<file path="src/hw/rtl/icz_pkg.sv">
// ============================================================================
// icz_pkg
// Shared types and fixed constants of the zero-padded 3D image convolver.
// ============================================================================
package icz_pkg;

    // Configuration register indexes (byte address is 4 * index)
    localparam logic [2:0] REG_KSIZE_X  = 3'd0;
    localparam logic [2:0] REG_KSIZE_Y  = 3'd1;
    localparam logic [2:0] REG_KSIZE_Z  = 3'd2;
    localparam logic [2:0] REG_WIDTH    = 3'd3;
    localparam logic [2:0] REG_HEIGHT   = 3'd4;
    localparam logic [2:0] REG_DEPTH    = 3'd5;

    // Item modes
    localparam logic [1:0] MODE_COEF  = 2'd0;
    localparam logic [1:0] MODE_PIXEL = 2'd1;
    localparam logic [1:0] MODE_FLUSH = 2'd2;

    // Fixed field and storage widths
    localparam int ADDR_W     = 5;
    localparam int KS_W       = 3;
    localparam int DIM_W      = 7;
    localparam int DEPTH_W    = 13;
    localparam int PLANE_W    = 14;
    localparam int TOTAL_W    = 27;
    localparam int POS_W      = 28;
    localparam int OFS_W      = 17;
    localparam int CIDX_W     = 9;
    localparam int COEF_IN_W  = 16;
    localparam int COEF_W     = 17;
    localparam int RING_AW    = 15;
    localparam int RING_DEPTH = 32768;

    // Volume geometry derived from the configuration registers
    typedef struct packed {
        logic [KS_W-1:0]    sx;
        logic [KS_W-1:0]    sy;
        logic [KS_W-1:0]    sz;
        logic [1:0]         hx;
        logic [1:0]         hy;
        logic [1:0]         hz;
        logic [DIM_W-1:0]   w;
        logic [DIM_W-1:0]   h;
        logic [DEPTH_W-1:0] d;
        logic [PLANE_W-1:0] plane;
        logic [TOTAL_W-1:0] total_m1;
        logic [OFS_W-1:0]   back;
        logic [OFS_W-1:0]   reach;
    } icz_geom_t;

    // Memory write strobes and addresses
    typedef struct packed {
        logic               ring_we;
        logic [RING_AW-1:0] ring_addr;
        logic               coef_we;
        logic [CIDX_W-1:0]  coef_addr;
    } icz_wr_t;

    // One kernel tap read
    typedef struct packed {
        logic               live;
        logic [RING_AW-1:0] ring_addr;
        logic [CIDX_W-1:0]  coef_addr;
    } icz_tap_t;

    // Accumulator control
    typedef struct packed {
        logic acc_clear;
        logic live;
    } icz_mac_ctl_t;

endpackage

</file>
<file path="src/hw/rtl/icz_cfg.sv">
// ============================================================================
// icz_cfg
// APB register file and registered geometry derivation.
// ============================================================================
module icz_cfg #(
    parameter int MAX_WIDTH  = 64,
    parameter int MAX_HEIGHT = 64
) (
    input  logic                        clk,
    input  logic                        rst_n,
    input  logic                        psel,
    input  logic                        penable,
    input  logic                        pwrite,
    input  logic [icz_pkg::ADDR_W-1:0]  paddr,
    input  logic [31:0]                 pwdata,
    output logic [31:0]                 prdata,
    output logic                        pready,
    output logic                        cfg_wr,
    output icz_pkg::icz_geom_t          geom
);
    import icz_pkg::*;

    localparam logic [10:0] CAP_W = 11'(MAX_WIDTH);
    localparam logic [10:0] CAP_H = 11'(MAX_HEIGHT);

    logic [KS_W-1:0]    ksx_reg, ksy_reg, ksz_reg;
    logic [DIM_W-1:0]   width_reg, height_reg;
    logic [DEPTH_W-1:0] depth_reg;
    logic [2:0]         idx;
    logic               wr_en;

    logic [DIM_W-1:0]   wc, hc;
    logic [DEPTH_W-1:0] dc;
    logic [1:0]         hxc, hyc, hzc, fxc, fyc, fzc;

    // stage A
    logic [DIM_W-1:0]   w_a_reg, h_a_reg;
    logic [DEPTH_W-1:0] d_a_reg;
    logic [PLANE_W-1:0] plane_a_reg;
    logic [8:0]         hyw_a_reg, fyw_a_reg;
    logic [1:0]         hx_a_reg, hy_a_reg, hz_a_reg, fx_a_reg, fz_a_reg;
    // stage B
    logic [TOTAL_W-1:0] total_b_reg;
    logic [15:0]        hzp_b_reg, fzp_b_reg;
    logic [9:0]         hxy_b_reg, fxy_b_reg;
    // stage C
    logic [TOTAL_W-1:0] total_m1_c_reg;
    logic [OFS_W-1:0]   back_c_reg, reach_c_reg;

    assign idx    = paddr[4:2];
    assign pready = 1'b1;
    assign wr_en  = psel && penable && pwrite;
    assign cfg_wr = wr_en && (idx == REG_KSIZE_X || idx == REG_KSIZE_Y ||
                              idx == REG_KSIZE_Z || idx == REG_WIDTH ||
                              idx == REG_HEIGHT  || idx == REG_DEPTH);

    always_ff @(posedge clk or negedge rst_n)
    begin
        if (!rst_n)
        begin
            ksx_reg    <= 3'd3;
            ksy_reg    <= 3'd3;
            ksz_reg    <= 3'd1;
            width_reg  <= 7'd64;
            height_reg <= 7'd64;
            depth_reg  <= 13'd1;
        end
        else if (wr_en)
        begin
            case (idx)
                REG_KSIZE_X: ksx_reg    <= pwdata[KS_W-1:0];
                REG_KSIZE_Y: ksy_reg    <= pwdata[KS_W-1:0];
                REG_KSIZE_Z: ksz_reg    <= pwdata[KS_W-1:0];
                REG_WIDTH:   width_reg  <= pwdata[DIM_W-1:0];
                REG_HEIGHT:  height_reg <= pwdata[DIM_W-1:0];
                REG_DEPTH:   depth_reg  <= pwdata[DEPTH_W-1:0];
                default:     ;
            endcase
        end
    end

    always_comb
    begin
        case (idx)
            REG_KSIZE_X: prdata = 32'(ksx_reg);
            REG_KSIZE_Y: prdata = 32'(ksy_reg);
            REG_KSIZE_Z: prdata = 32'(ksz_reg);
            REG_WIDTH:   prdata = 32'(width_reg);
            REG_HEIGHT:  prdata = 32'(height_reg);
            REG_DEPTH:   prdata = 32'(depth_reg);
            default:     prdata = 32'd0;
        endcase
    end

    // clip extents: zero counts as one, oversize width and height as the cap
    always_comb
    begin
        if (width_reg == '0)
            wc = 7'd1;
        else if (11'(width_reg) > CAP_W)
            wc = CAP_W[DIM_W-1:0];
        else
            wc = width_reg;
        if (height_reg == '0)
            hc = 7'd1;
        else if (11'(height_reg) > CAP_H)
            hc = CAP_H[DIM_W-1:0];
        else
            hc = height_reg;
        dc  = (depth_reg == '0) ? 13'd1 : depth_reg;
        hxc = ksx_reg[2:1];
        hyc = ksy_reg[2:1];
        hzc = ksz_reg[2:1];
        fxc = (ksx_reg == '0) ? 2'd0 : 2'(ksx_reg - 3'd1 - 3'(ksx_reg[2:1]));
        fyc = (ksy_reg == '0) ? 2'd0 : 2'(ksy_reg - 3'd1 - 3'(ksy_reg[2:1]));
        fzc = (ksz_reg == '0) ? 2'd0 : 2'(ksz_reg - 3'd1 - 3'(ksz_reg[2:1]));
    end

    always_ff @(posedge clk)
    begin
        w_a_reg        <= wc;
        h_a_reg        <= hc;
        d_a_reg        <= dc;
        plane_a_reg    <= 14'(wc * hc);
        hyw_a_reg      <= 9'(hyc * wc);
        fyw_a_reg      <= 9'(fyc * wc);
        hx_a_reg       <= hxc;
        hy_a_reg       <= hyc;
        hz_a_reg       <= hzc;
        fx_a_reg       <= fxc;
        fz_a_reg       <= fzc;
        total_b_reg    <= 27'(plane_a_reg * d_a_reg);
        hzp_b_reg      <= 16'(hz_a_reg * plane_a_reg);
        fzp_b_reg      <= 16'(fz_a_reg * plane_a_reg);
        hxy_b_reg      <= 10'(hyw_a_reg) + 10'(hx_a_reg);
        fxy_b_reg      <= 10'(fyw_a_reg) + 10'(fx_a_reg);
        total_m1_c_reg <= total_b_reg - 27'd1;
        back_c_reg     <= 17'(hzp_b_reg) + 17'(hxy_b_reg);
        reach_c_reg    <= 17'(fzp_b_reg) + 17'(fxy_b_reg);
    end

    always_comb
    begin
        geom.sx       = ksx_reg;
        geom.sy       = ksy_reg;
        geom.sz       = ksz_reg;
        geom.hx       = hx_a_reg;
        geom.hy       = hy_a_reg;
        geom.hz       = hz_a_reg;
        geom.w        = w_a_reg;
        geom.h        = h_a_reg;
        geom.d        = d_a_reg;
        geom.plane    = plane_a_reg;
        geom.total_m1 = total_m1_c_reg;
        geom.back     = back_c_reg;
        geom.reach    = reach_c_reg;
    end

endmodule

</file>
<file path="config.mk">
export PLATFORM = sky130hd
export DESIGN_NAME = icz_cfg
export DESIGN_NICKNAME = d
export VERILOG_FILES = /design/src/hw/rtl/icz_pkg.sv /design/src/hw/rtl/icz_cfg.sv
export SDC_FILE = /design/constraint.sdc
export NUM_CORES = 1
export LEC_CHECK = 0
export BUFFER_PORTS_ARGS = -buffer_cell sky130_fd_sc_hd__buf_2
export CAP_MARGIN = 20
export CORE_UTILIZATION = 49
export CTS_CLUSTER_SIZE = 12
export DETAILED_ROUTE_END_ITERATION = 12
export PLACE_DENSITY = 0.71
export RECOVER_POWER = 25
export SLEW_MARGIN = 20
export SYNTH_ARGS = -nofsm -noshare
export SYNTH_HDL_FRONTEND = slang
export SYNTH_SLANG_ARGS = --single-unit
</file>
<file path="constraint.sdc">
create_clock -name clk -period 5.65 [get_ports clk]
set_clock_uncertainty 0.1 [all_clocks]
set_input_delay 0 -clock clk [delete_from_list [all_inputs] [get_ports clk]]
set_output_delay 0 -clock clk [all_outputs]
set_load 0.05 [all_outputs]
</file>
==> reports/results.tsv <==
stage	metric	value	unit
sta	setup_viol	0	
power	vdd_ir_drop_max	0.282	mV
global_routing	antenna_found_initial	0	
synthesis	ys_ff_latch	245	
sta	maxSlewViolCount	29	
floorplan	die_w	193	um
sta	period_needed	5.41	ns
worst_setup_path	required	5.98	ns
worst_setup_path	endpoint	total_b_reg[24]	
sta	final.period_utilization	0.958	
global_routing	grt_pass1_vias	14000	
clock_network	worstSkewPairLatency	0.58	ns
power	p_leak	10.4	nW
worst_setup_path	critPathMaxFanout	15	
synthesis	syn-cell-area	17900	um^2
run_status	violations	DRC, capacitance limit, slew limit	
run	maxCapViolations	1	
route	wl_per_cell	15.8	um
worst_setup_path	worst_setup_path_start_kind	flip-flop	
floorplan	pin_count	193	
global_routing	grt_pass1_wl	67.9	mm
cells_and_area	final_common_cell	inv_1	
cells_and_area	nets	2483	
clock_network	cts_made_buffers	28	
global_routing	grt-ovfl-total	0	
synthesis	synth_edf_count	0	
sta	hold_viol_final	0	
synthesis	ys_seq_area_frac	0.284	
worst_setup_path	startpoint	d_a_reg[2]	
clock_network	cts.path.max_buffers	3	
sta	fmax	185	MHz
cells_and_area	final_cell_mix	inv_1, dfxtp_1, nand2_1	
synthesis	yosys.area.top_type	dfxtp_1	
floorplan	die_h	193	um
power	power	9.60	mW
worst_setup_path	timing_worst_setup_path_type	reg -> reg	
global_routing	track_usage	0.223	
power	powerDensity	469	nW/um^2
sta	slew_headroom	-0.164	
clock_network	cts-root-buf	clkbuf_16	
route	avgViaCountPerCell	5.17	
clock_network	clock-sinks	245	
cells_and_area	layout-drive-gt1-share	0.138	
cells_and_area	syn_to_final_growth	14.2	%
synthesis	synthFlopType	dfxtp_1	
worst_setup_path	cp.arrival	5.75	ns
placement	hpwl	32.4	mm
clock_network	cts_tree	built	
cells_and_area	fin_util	0.573	
worst_setup_path	r2r_slack	0.24	ns
floorplan	core	35700	um^2
route	drt-total-wl	41.0	mm
global_routing	grt_max_degree	29	
placement	place_congestion	0.898	
floorplan	start_util	0.501	
synthesis	avgSynthCellArea	9.33	um^2
route	drc_errors	4	
synthesis	async_reset_ff_frac	0.147	
route	vias	13400	
placement	portBuffers	151	
global_routing	top_usage_layer	met2	
worst_hold_path	hold_path.class	in -> reg	
global_routing	grt_util_met1	0.273	
global_routing	use_met2	0.398	
clock_network	clk_pin_slew_worst_paths	0.06	ns
run_status	status	finished, violations left	
synthesis	synth.area.top_cells	dfxtp_1, fa_1, ha_1	
sta	worst_pin_slew	1.75	ns
cells_and_area	num-fill-cells	3248	
route	antenna_left	0	
worst_setup_path	rr_startpoint	d_a_reg[2]	
global_routing	grt_util_met3	0.0258	
synthesis	syn_inst	1921	
synthesis	synth_top_area_frac	0.233	
floorplan	num_rows	69	
worst_setup_path	end_kind	flip-flop	
worst_setup_path	r2r-end	total_b_reg[24]	
route	drtPass1Iterations	11	
synthesis	yosys_warnings	0	
synthesis	synth_cell_types	64	
cells_and_area	diodes	0	
sta	rsz0062_at_grt	true	
route	drt_iter0_drc	499	
floorplan	die-area	37300	um^2
clock_network	ctsHtreeMaxLevel	1	
worst_setup_path	rr_worst_depth	18	
==> where the power goes <==
| part | switching (mW) | total (mW) | internal [mW] | leakage [nW] |
|---|---|---|---|---|
| Clock | 0.736 | 1.77 | 1.03 | 0.445 |
| Combinational | 3.27 | 5.12 | 1.85 | 7.75 |
| Sequential | 0.438 | 2.71 | 2.27 | 2.17 |
| Total | 4.44 | 9.60 | 5.16 | 10.4 |
==> worst max-delay path: stages, from the launching register on <==
cell       delay [ns]
dfxtp_2          0.40
and2_1           0.20
fa_1             0.50
inv_1            0.05
fa_1             0.53
inv_1            0.05
fa_1             0.50
fa_1             0.50
inv_1            0.06
fa_1             0.53
inv_1            0.04
ha_1             0.36
and4_1           0.21
nor3b_1          0.15
o32ai_2          0.31
o21ai_1          0.14
a2111oi_2        0.29
o221ai_1         0.18
xor2_1           0.17
==> metrics by stage <==
stage                     cells  hold WS, ns  instance area (um^2)   TNS, ns  setup slack, ns
after CTS                  2587       0.0723                 20500         0           0.0262
after floorplan            1939       -0.396                 18000   -0.0304          -0.0304
after detailed placement   2511       0.0625                 19300  -0.00855         -0.00855
after global routing       2588       0.0971                 20500   -0.0693          -0.0273
final                      2588       0.0935                 20500         0            0.239
after global placement     2511       0.0507                 19300         0            0.104
==> worst min path at each step <==
stage          startpoint            end  slack, ns  cells after the start
2_1_floorplan       rst_n  depth_reg[10]      -0.40                      0
3_3_place_gp        rst_n  height_reg[3]       0.05                      1
3_5_place_dp        rst_n  height_reg[3]       0.06                      1
4_1_cts         pwdata[7]   depth_reg[7]       0.07                      3
5_1_grt         pwdata[7]   depth_reg[7]        0.1                      3
6_report        pwdata[7]   depth_reg[7]       0.09                      3
==> layout make-up <==
| cell class | count | area, um^2 | share of cell area |
|---|---|---|---|
| inverter | 291 | 1090 | 0.0534 |
| tap | 461 | 577 | 0.0282 |
| sequential | 245 | 5130 | 0.251 |
| multi-input combinational | 1322 | 11500 | 0.560 |
| timing repair buffer | 218 | 1290 | 0.0630 |
| clock buffer | 41 | 800 | 0.0391 |
| clock inverter | 10 | 114 | 0.00556 |
==> cell usage after synthesis (4+ instances only) <==
cell and instances:
a211oi_1 8, a21o_1 18, a21oi_1 77, a311o_1 4, a31oi_1 7, and2_1 160
and3_1 17, buf_4 20, clkbuf_1 61, dfrtp_1 28, dfstp_2 8, dfxtp_1 209
fa_1 164, ha_1 171, inv_1 291, mux2_2 34, mux2i_1 8, nand2_1 180
nand2b_1 26, nand3_1 17, nand3b_1 4, nand4_1 6, nor2_1 96, nor2b_1 14
nor3_1 25, nor3b_1 6, nor4_1 5, o21a_1 11, o21ai_0 54, o21bai_1 10
or4_1 4, xnor2_1 73, xor2_1 51
==> metal layers <==
metal  share of wire  wire length [um]  vias to the layer above
met5               0                 0                        -
met4           0.035              1430                        0
met3           0.044              1810                       89
met2            0.49             20200                      344
met1            0.43             17500                     6491
li1                -                 -                     6448
==> kinds of logic after synthesis <==
| family | after synthesis | synth area share |
|---|---|---|
| DFF | 245 | 0.284 |
| AOI/OAI and AO/OA | 219 | 0.0754 |
| muxes | 44 | 0.0283 |
| buffers and inverters | 372 | 0.0821 |
| xor gates and xnor gates | 124 | 0.0606 |
| and+or+nand+nor | 580 | 0.166 |
| adders and majority gates | 335 | 0.303 |
| other | 2 | 0.000419 |
==> timing repair <==
item | CTS | global route
resized for setup | 1 | 9
buffers inserted | 0 | 1
hold buffers | 25 | 0
hold endpoints to repair | 72 | 0
setup endpoints to repair | 2 | 8
pin swaps | 0 | 2
Note: power is estimated with default switching activity, not from simulation.
