`config.mk`:
```
export PLATFORM = sky130hd
export DESIGN_NAME = icz_mac
export DESIGN_NICKNAME = d
export VERILOG_FILES = /design/src/hw/rtl/icz_pkg.sv /design/src/hw/rtl/icz_mac.sv
export SDC_FILE = /design/constraint.sdc
export NUM_CORES = 1
export LEC_CHECK = 0
export BUFFER_PORTS_ARGS = -buffer_cell sky130_fd_sc_hd__buf_2
export CORE_ASPECT_RATIO = 0.7
export CORE_UTILIZATION = 60
export CTS_CLUSTER_SIZE = 14
export DETAILED_ROUTE_END_ITERATION = 16
export GPL_ROUTABILITY_DRIVEN = 1
export PLACE_DENSITY = 0.77
export SLEW_MARGIN = 20
export SYNTH_ARGS = -nofsm -noshare
export SYNTH_HDL_FRONTEND = slang
export SYNTH_SLANG_ARGS = --single-unit
```
`constraint.sdc`:
```
create_clock -name clk -period 3.7 [get_ports clk]
set_input_delay 0.37 -clock clk [delete_from_list [all_inputs] [get_ports clk]]
set_output_delay 0.37 -clock clk [all_outputs]
set_load 0.01 [all_outputs]
```
`src/hw/rtl/icz_pkg.sv`:
```
// ============================================================================
// icz_pkg
// Shared types and fixed constants of the zero-padded 3D image convolver.
// ============================================================================
package icz_pkg;

    // Configuration register indexes (byte address is 4 * index)
    localparam logic [2:0] REG_KSIZE_X  = 3'd0;
    localparam logic [2:0] REG_KSIZE_Y  = 3'd1;
    localparam logic [2:0] REG_KSIZE_Z  = 3'd2;
    localparam logic [2:0] REG_WIDTH    = 3'd3;
    localparam logic [2:0] REG_HEIGHT   = 3'd4;
    localparam logic [2:0] REG_DEPTH    = 3'd5;

    // Item modes
    localparam logic [1:0] MODE_COEF  = 2'd0;
    localparam logic [1:0] MODE_PIXEL = 2'd1;
    localparam logic [1:0] MODE_FLUSH = 2'd2;

    // Fixed field and storage widths
    localparam int ADDR_W     = 5;
    localparam int KS_W       = 3;
    localparam int DIM_W      = 7;
    localparam int DEPTH_W    = 13;
    localparam int PLANE_W    = 14;
    localparam int TOTAL_W    = 27;
    localparam int POS_W      = 28;
    localparam int OFS_W      = 17;
    localparam int CIDX_W     = 9;
    localparam int COEF_IN_W  = 16;
    localparam int COEF_W     = 17;
    localparam int RING_AW    = 15;
    localparam int RING_DEPTH = 32768;

    // Volume geometry derived from the configuration registers
    typedef struct packed {
        logic [KS_W-1:0]    sx;
        logic [KS_W-1:0]    sy;
        logic [KS_W-1:0]    sz;
        logic [1:0]         hx;
        logic [1:0]         hy;
        logic [1:0]         hz;
        logic [DIM_W-1:0]   w;
        logic [DIM_W-1:0]   h;
        logic [DEPTH_W-1:0] d;
        logic [PLANE_W-1:0] plane;
        logic [TOTAL_W-1:0] total_m1;
        logic [OFS_W-1:0]   back;
        logic [OFS_W-1:0]   reach;
    } icz_geom_t;

    // Memory write strobes and addresses
    typedef struct packed {
        logic               ring_we;
        logic [RING_AW-1:0] ring_addr;
        logic               coef_we;
        logic [CIDX_W-1:0]  coef_addr;
    } icz_wr_t;

    // One kernel tap read
    typedef struct packed {
        logic               live;
        logic [RING_AW-1:0] ring_addr;
        logic [CIDX_W-1:0]  coef_addr;
    } icz_tap_t;

    // Accumulator control
    typedef struct packed {
        logic acc_clear;
        logic live;
    } icz_mac_ctl_t;

endpackage

```
`src/hw/rtl/icz_mac.sv`:
```
// ============================================================================
// icz_mac
// Multiply-accumulate of kernel taps, then scale, truncate and saturate.
// ============================================================================
module icz_mac #(
    parameter int COEF_FRAC  = 12,
    parameter int PIXEL_BITS = 16
) (
    input  logic                          clk,
    input  logic                          rst_n,
    input  icz_pkg::icz_mac_ctl_t         ctl,
    input  logic [PIXEL_BITS-1:0]         ring_q,
    input  logic [icz_pkg::COEF_W-1:0]    coef_q,
    output logic [PIXEL_BITS-1:0]         result
);
    import icz_pkg::*;

    localparam int PROD_W = PIXEL_BITS + COEF_W;
    localparam int ACC_W  = PROD_W + 9;
    localparam logic [ACC_W-1:0] RND  = (ACC_W'(1) << COEF_FRAC) - ACC_W'(1);
    localparam logic [ACC_W-1:0] MAXV = (ACC_W'(1) << (PIXEL_BITS - 1)) - ACC_W'(1);
    localparam logic [ACC_W-1:0] MINV = ~MAXV;

    logic signed [PROD_W-1:0] prod_reg;
    logic                     live2_reg;
    logic signed [ACC_W-1:0]  acc_reg;
    logic signed [ACC_W-1:0]  adj;
    logic signed [ACC_W-1:0]  scaled;

    always_ff @(posedge clk or negedge rst_n)
    begin
        if (!rst_n)
            live2_reg <= 1'b0;
        else
            live2_reg <= ctl.live;
    end

    always_ff @(posedge clk)
    begin
        prod_reg <= ctl.live ? PROD_W'($signed(ring_q) * $signed(coef_q)) : '0;
        if (ctl.acc_clear)
            acc_reg <= '0;
        else if (live2_reg)
            acc_reg <= acc_reg + ACC_W'(prod_reg);
    end

    // truncate toward zero: bias negative sums before the arithmetic shift
    always_comb
    begin
        adj    = acc_reg + (acc_reg[ACC_W-1] ? $signed(RND) : $signed(ACC_W'(0)));
        scaled = adj >>> COEF_FRAC;
        if (scaled > $signed(MAXV))
            result = MAXV[PIXEL_BITS-1:0];
        else if (scaled < $signed(MINV))
            result = MINV[PIXEL_BITS-1:0];
        else
            result = scaled[PIXEL_BITS-1:0];
    end

endmodule

```
==> reports/metrics.csv, run 1 <==
stage;metric;value;unit
place;place_area;18200;sq um
synth;avgSynthCellArea;8.72;sq um
min_path;hold_path.class;input pin to async pin;
floorplanning;die_y;138;um
clock_tree;clock_sinks;76;
global_routing;grt_usage;32.0;%
place;gp_congestion;0.928;
synth;synthArstFlopShare;1.32;%
place;port_buffers;52;
synth;yosys_register_bits;76;
run_status;violations;setup timing;
critical_path;reg2reg_to;acc_reg[41];
critical_path;r2r-start;acc_reg[7];
timing;setup_tns;-39.75;ns
timing;maxSlewViolCount;0;
timing;rsz0062_at_grt;yes;
timing;fin_worst_skew;0.00870;ns
timing;final.setup.worst_slack;-1.93;ns
clock_tree;htree_levels;3;
synth;synth_nets;2277;
floorplanning;initial_core_util;61.6;%
routing;first_pass_iters;5;
routing;drtIter0Drc;887;
clock_tree;cts_buffer_depth;2;
global_routing;antenna_found_initial;0;
global_routing;grt_max_degree;42;
synth;ys_seq_area_share;9.58;%
floorplanning;rows;49;
routing;via_per_inst;5.61;
global_routing;grt_first_pass_wirelength;70100;um
floorplanning;die_area;27200;sq um
routing;routedWlPerCell;17.2;um
floorplanning;coreArea;25900;sq um
layout;final_net_count;2525;
layout;nFillCells;1771;
layout;design_area;20100;sq um
timing;fmax;178;MHz
global_routing;grt_pass1_vias;14800;
clock_tree;numCtsBuffers;9;
layout;final_cell_mix;inv_1, fa_1, buf_4;
routing;num_vias;13700;
layout;largest_reg_flops;42;
clock_tree;cts_tree;yes;
critical_path;startpoint_type;input pin;
routing;totalWireLength;41900;um
routing;drc;0;
global_routing;overflow;0;
critical_path;endpoint_kind;register;
run_status;status;complete, but fails checks;
synth;synth.cell_area;15900;sq um
clock_tree;worst_skew_pair.late_latency;0.35;ns
timing;max_slew_margin;44.0;%
synth;synth.distinct_cells;80;
timing;fin_crit_sh;152;%
routing;postRouteAntennaNets;0;
critical_path;reg2reg_setup_slack;0.29;ns
place;pre_cts_ws;-2.63;ns
timing;finalHoldViolCount;0;
synth;yosysWarnings;0;
clock_tree;clkTransAtPathRegs;0.06;ns
critical_path;r2r_cells;10;
flow_run;maxCapViolations;0;
synth;synthFlopType;dfxtp_1;
critical_path;worstPathMaxFanout;5;
synth;synthCells;1827;
layout;antenna_cells;0;
layout;multi_input_area;13900;sq um
place;dp_hpwl;32900;um
timing;fin_crit;5.63;ns
floorplanning;io_pins;53;
critical_path;crit_type;input pin to register;
layout;layout-drive-gt1-share;25.4;%
critical_path;crit_path_start;ring_q[15];
layout;seq_area;1530;sq um
clock_tree;clockRootBuffer;clkbuf_16;
timing;tightest_slew;0.830;ns
critical_path;crit_required;3.94;ns
layout;mostFrequentLayoutCell;inv_1;
floorplanning;fp.dieW;197;um
layout;area_delta_synth_final;25.8;%
critical_path;cp.arrival;5.87;ns
timing;setup_viol_count_final;34;
synth;synth-edff-count;0;
-- Yosys cell counts (10+ instances only) --
cell	n	share of area (%)
inv_1	346	8.1
o211ai_1	11	0.52
a21o_1	36	1.7
nor2_1	87	2.0
o21ai_0	37	1.2
o21bai_1	10	0.47
o21a_1	17	0.80
xor2_1	28	1.5
a31oi_1	11	0.43
dfxtp_1	75	9.4
o21ai_2	10	0.55
fa_1	277	35
mux2i_1	22	1.4
nand3_1	26	0.82
nor3_1	17	0.53
xnor2_1	49	2.7
ha_1	136	11
a21oi_1	63	2.0
and2_1	153	6.0
nand4_1	10	0.39
and3_1	22	0.86
clkbuf_1	55	1.3
nor2b_1	12	0.47
nand2_1	185	4.4
-- how the worst max path moves through the flow --
| stage | to | depth (start not counted) |
|---|---|---|
| 2_1_floorplan | prod_reg[30] | 23 |
| 6_report | prod_reg[24] | 22 |
| 3_5_place_dp | prod_reg[32] | 22 |
| 3_3_place_gp | prod_reg[32] | 20 |
| 4_1_cts | prod_reg[30] | 23 |
| 5_1_grt | prod_reg[32] | 23 |
-- through the flow --
stage / utilization [%] / hold WS, ns / instances
global placement: 70.4 / 0.148 / 2365
floorplan: - / 0.0744 / 1827
CTS: 75.5 / 0.319 / 2419
detailed placement: 70.4 / 0.149 / 2365
global route: 77.5 / 0.317 / 2437
finish: 77.5 / 0.325 / 2437
-- metal layers --
metal	up-vias	track usage [%]	routed length (um)
met5	-	0	0
met4	0	6.73	578
met3	60	5.64	2670
met2	422	55.3	21000
met1	6878	42.1	17700
li1	6316	-	-
-- layout make-up --
type,count,area share [%]
sequential,76,7.63
clock buffer,14,1.22
multi-input combinational,1343,69.4
inverter,347,6.54
clock inverter,2,0.175
timing repair buffer,298,12.8
tap,357,2.23
-- what timing repair did --
item / in CTS / in global routing
gates cloned: 2 / 0
pin swaps: 137 / 100
gates resized for setup: 200 / 101
hold buffers: 1 / 0
buffers inserted: 39 / 22
hold endpoints to repair: 1 / 0
endpoints found under the setup margin: 41 / 41
-- cells by family after synthesis --
| kind of cell | Yosys count | share of synthesized area [%] |
|---|---|---|
| multiplexers | 24 | 1.52 |
| XOR/XNOR | 77 | 4.23 |
| AND/OR/NAND/NOR | 559 | 17.9 |
| flip-flops | 76 | 9.58 |
| buffers and inverters | 409 | 9.73 |
| adder cells (fa/ha/maj) | 413 | 45.5 |
| AO/OA/AOI/OAI | 269 | 11.6 |
-- worst max-delay path, cell delays in order --
cell	delay, ns
buf_8	0.08
clkinvlp_4	0.16
buf_6	0.18
nor2_4	0.11
fa_1	0.41
fa_1	0.48
fa_1	0.56
fa_1	0.46
fa_1	0.57
inv_2	0.04
fa_1	0.51
inv_2	0.05
ha_4	0.24
and3_4	0.17
a31oi_4	0.20
o21ai_4	0.09
a2111oi_4	0.33
buf_6	0.18
o31ai_4	0.09
a31oi_1	0.31
xnor2_1	0.12
and2_1	0.15
Power of run 1 is not shown: default switching activity piles up to over one toggle a cycle in this logic, so the estimate is an artifact.
==> run 2, diff against run 1 <==
--- a/config.mk
+++ b/config.mk
@@ -6,9 +6,7 @@
 export NUM_CORES = 1
 export LEC_CHECK = 0
 export BUFFER_PORTS_ARGS = -buffer_cell sky130_fd_sc_hd__buf_2
-export CORE_ASPECT_RATIO = 0.7
 export CORE_UTILIZATION = 60
-export CTS_CLUSTER_SIZE = 14
 export DETAILED_ROUTE_END_ITERATION = 16
 export GPL_ROUTABILITY_DRIVEN = 1
 export PLACE_DENSITY = 0.77
==> constraint.sdc (replaced) <==
create_clock -name clk -period 3.7 [get_ports clk]
set_input_delay 0.37 -clock clk [delete_from_list [all_inputs] [get_ports clk]]
set_output_delay 0.37 -clock clk [all_outputs]
set_load 0.05 [all_outputs]
==> run 2 against run 1 <==
The run still ends with setup timing left. Register-to-register slack better by 0.09 ns. Sequential share of layout area hardly changed. Cell area is 0.15% higher. Critical path depth is 1 higher. Final cell count is 1.3% lower. Sequential cell count stayed put. Global-route usage is 0.51 points lower. Fmax is 0.44% higher. Setup slack better by 0.025 ns. Count of clock-buffer cells in the layout is 2 lower. Via count is 1.4% lower. Core utilization is 0.44 points lower.
==> reports/metrics.csv, run 2 (synthesis gave the netlist of run 1 again) <==
stage;metric;value;unit;change
floorplanning;die_y;165;um;+19%
floorplanning;rows;59;;+20%
global_routing;grt_usage;31.5;%;-0.51 points
run_status;violations;setup timing;;
floorplanning;fp.dieW;165;um;-16%
layout;antenna_cells;0;;unchanged
routing;postRouteAntennaNets;0;;unchanged
clock_tree;worst_skew_pair.late_latency;0.34;ns;about the same
timing;final.setup.worst_slack;-1.91;ns;+0.0249 ns
clock_tree;cts_buffer_depth;2;;unchanged
min_path;hold_path.class;input pin to async pin;;
place;port_buffers;52;;unchanged
timing;fin_crit;5.61;ns;-0.0249 ns
place;dp_hpwl;32300;um;-1.7%
global_routing;grt_pass1_vias;14300;;-3.0%
run_status;status;complete, but fails checks;;
floorplanning;initial_core_util;61.2;%;-0.44 points
place;gp_congestion;0.933;;+0.50%
global_routing;grt_first_pass_wirelength;68000;um;-3.0%
clock_tree;htree_levels;3;;unchanged
layout;final_cell_mix;inv_1, fa_1, buf_4;;
clock_tree;clkTransAtPathRegs;0.06;ns;about the same
timing;fin_worst_skew;0.0120;ns;+0.00334 ns
critical_path;worstPathMaxFanout;6;;+1
floorplanning;coreArea;26100;sq um;+0.72%
clock_tree;numCtsBuffers;9;;unchanged
timing;maxSlewViolCount;0;;unchanged
routing;top_layer;met4;;
clock_tree;cts_tree;yes;;
timing;finalHoldViolCount;0;;unchanged
layout;fin_cells;2405;;-1.3%
layout;area_delta_synth_final;26.0;%;
floorplanning;die_area;27200;sq um;about the same
routing;num_vias;13500;;-1.4%
timing;setup_viol_count_final;40;;+18%
timing;rsz0062_at_grt;yes;;
routing;dr_wl_met3;2190;um;-18%
place;dp_cells;2343;;-0.93%
routing;met1_length;17800;um;+0.72%
timing;hold_slack;0.339;ns;+0.0141 ns
routing;drc;0;;unchanged
critical_path;endpoint_kind;register;;
timing;max_slew_margin;60.8;%;+17 points
routing;via_per_inst;5.61;;about the same
clock_tree;clockRootBuffer;clkbuf_16;;
global_routing;grt_max_degree;46;;+9.5%
timing;tightest_slew;0.584;ns;-0.246 ns
layout;mostFrequentLayoutCell;inv_1;;
routing;drtIter0Drc;912;;+2.8%
layout;final_net_count;2516;;-0.36%
critical_path;crit_required;3.93;ns;about the same
global_routing;antenna_found_initial;0;;unchanged
critical_path;startpoint_type;input pin;;
clock_tree;clock_sinks;76;;unchanged
timing;fmax;178;MHz;+0.44%
routing;routedWlPerCell;17.5;um;+1.6%
critical_path;crit_type;input pin to register;;
global_routing;overflow;0;;unchanged
routing;totalWireLength;42000;um;+0.22%
timing;fin_crit_sh;152;%;-0.67 points
floorplanning;io_pins;53;;unchanged
flow_run;maxCapViolations;0;;unchanged
layout;layout-drive-gt1-share;25.3;%;-0.12 points
layout;largest_reg_flops;42;;unchanged
routing;dr_wl_met2;21200;um;+0.76%
routing;first_pass_iters;9;;+4
layout;nFillCells;1720;;-2.9%
critical_path;cp.arrival;5.84;ns;-0.03 ns
run 2: cell types whose count changed in the layout (fill, tap and decap cells not counted), sizes merged:
cell / previous run / this run
buf: 297 / 287
bufinv: 1 / 0
clkbuf: 14 / 13
clkinv: 2 / 4
run 2: path summary, 6_finish.rpt:
kind                                   from           end  slack, ns  depth (start not counted)
worst max-delay path              coef_q[2]  prod_reg[32]      -1.91                         23
worst min-delay path                  rst_n     live2_reg       0.34                          2
worst max register to register   acc_reg[0]   acc_reg[40]       0.38                         12
worst min register to register  acc_reg[37]   acc_reg[37]       0.48                          2
max in group asynchronous             rst_n     live2_reg       3.28                          2
min in group clk                     ctl[0]     live2_reg       0.44                          1
run 2: critical path, stage by stage:
cell and delay (ns):
buf_4 0.16, nand2_1 0.13, fa_1 0.55, fa_1 0.57
inv_1 0.06, fa_1 0.52, fa_2 0.45, fa_1 0.49
inv_1 0.05, fa_1 0.55, inv_2 0.05, ha_4 0.26
and3_4 0.20, o211ai_1 0.11, a21oi_2 0.21, a2111oi_4 0.09
buf_4 0.17, buf_6 0.11, o31ai_4 0.27, nand2_2 0.10
o21ai_2 0.14, xnor2_1 0.07, and2_1 0.15
run 2: layout make-up:
cell class	count	area (sq um)	share of cell area (%)
clock inverters	3	15.0	0.0747
clock buffers	12	246	1.23
repair buffers	289	2630	13.1
multi-input cells	1343	13900	69.4
inverters	347	1310	6.53
well taps	335	419	2.09
flip-flops and latches	76	1530	7.62
run 2: repair_timing:
action | 4_1_cts | 5_1_grt
gates cloned | 2 | 1
setup endpoints to repair | 41 | 41
endpoints found under the hold margin | 1 | 0
buffers inserted | 37 | 15
pin swaps | 138 | 102
hold buffers | 1 | 0
resized for setup | 225 | 95
run 2: routing by layer:
metal  track usage [%]  vias up
li1                  -     6295
met1              41.0     6663
met2              55.3      456
met3              3.49       73
met4              8.63        0
met5                 0        -
run 2: through the flow:
stage	cell area [sq um]	util, %	setup slack [ns]	TNS [ns]
floorplan	16600	-	-2.09	-36.72
global placement	18200	70.0	-2.41	-48.14
detailed placement	18200	70.0	-2.50	-49.69
CTS	19600	75.4	-1.93	-39.06
global route	20100	77.1	-2.09	-44.74
finish	20100	77.1	-1.91	-38.88
Power of run 2 is left out for the same reason.
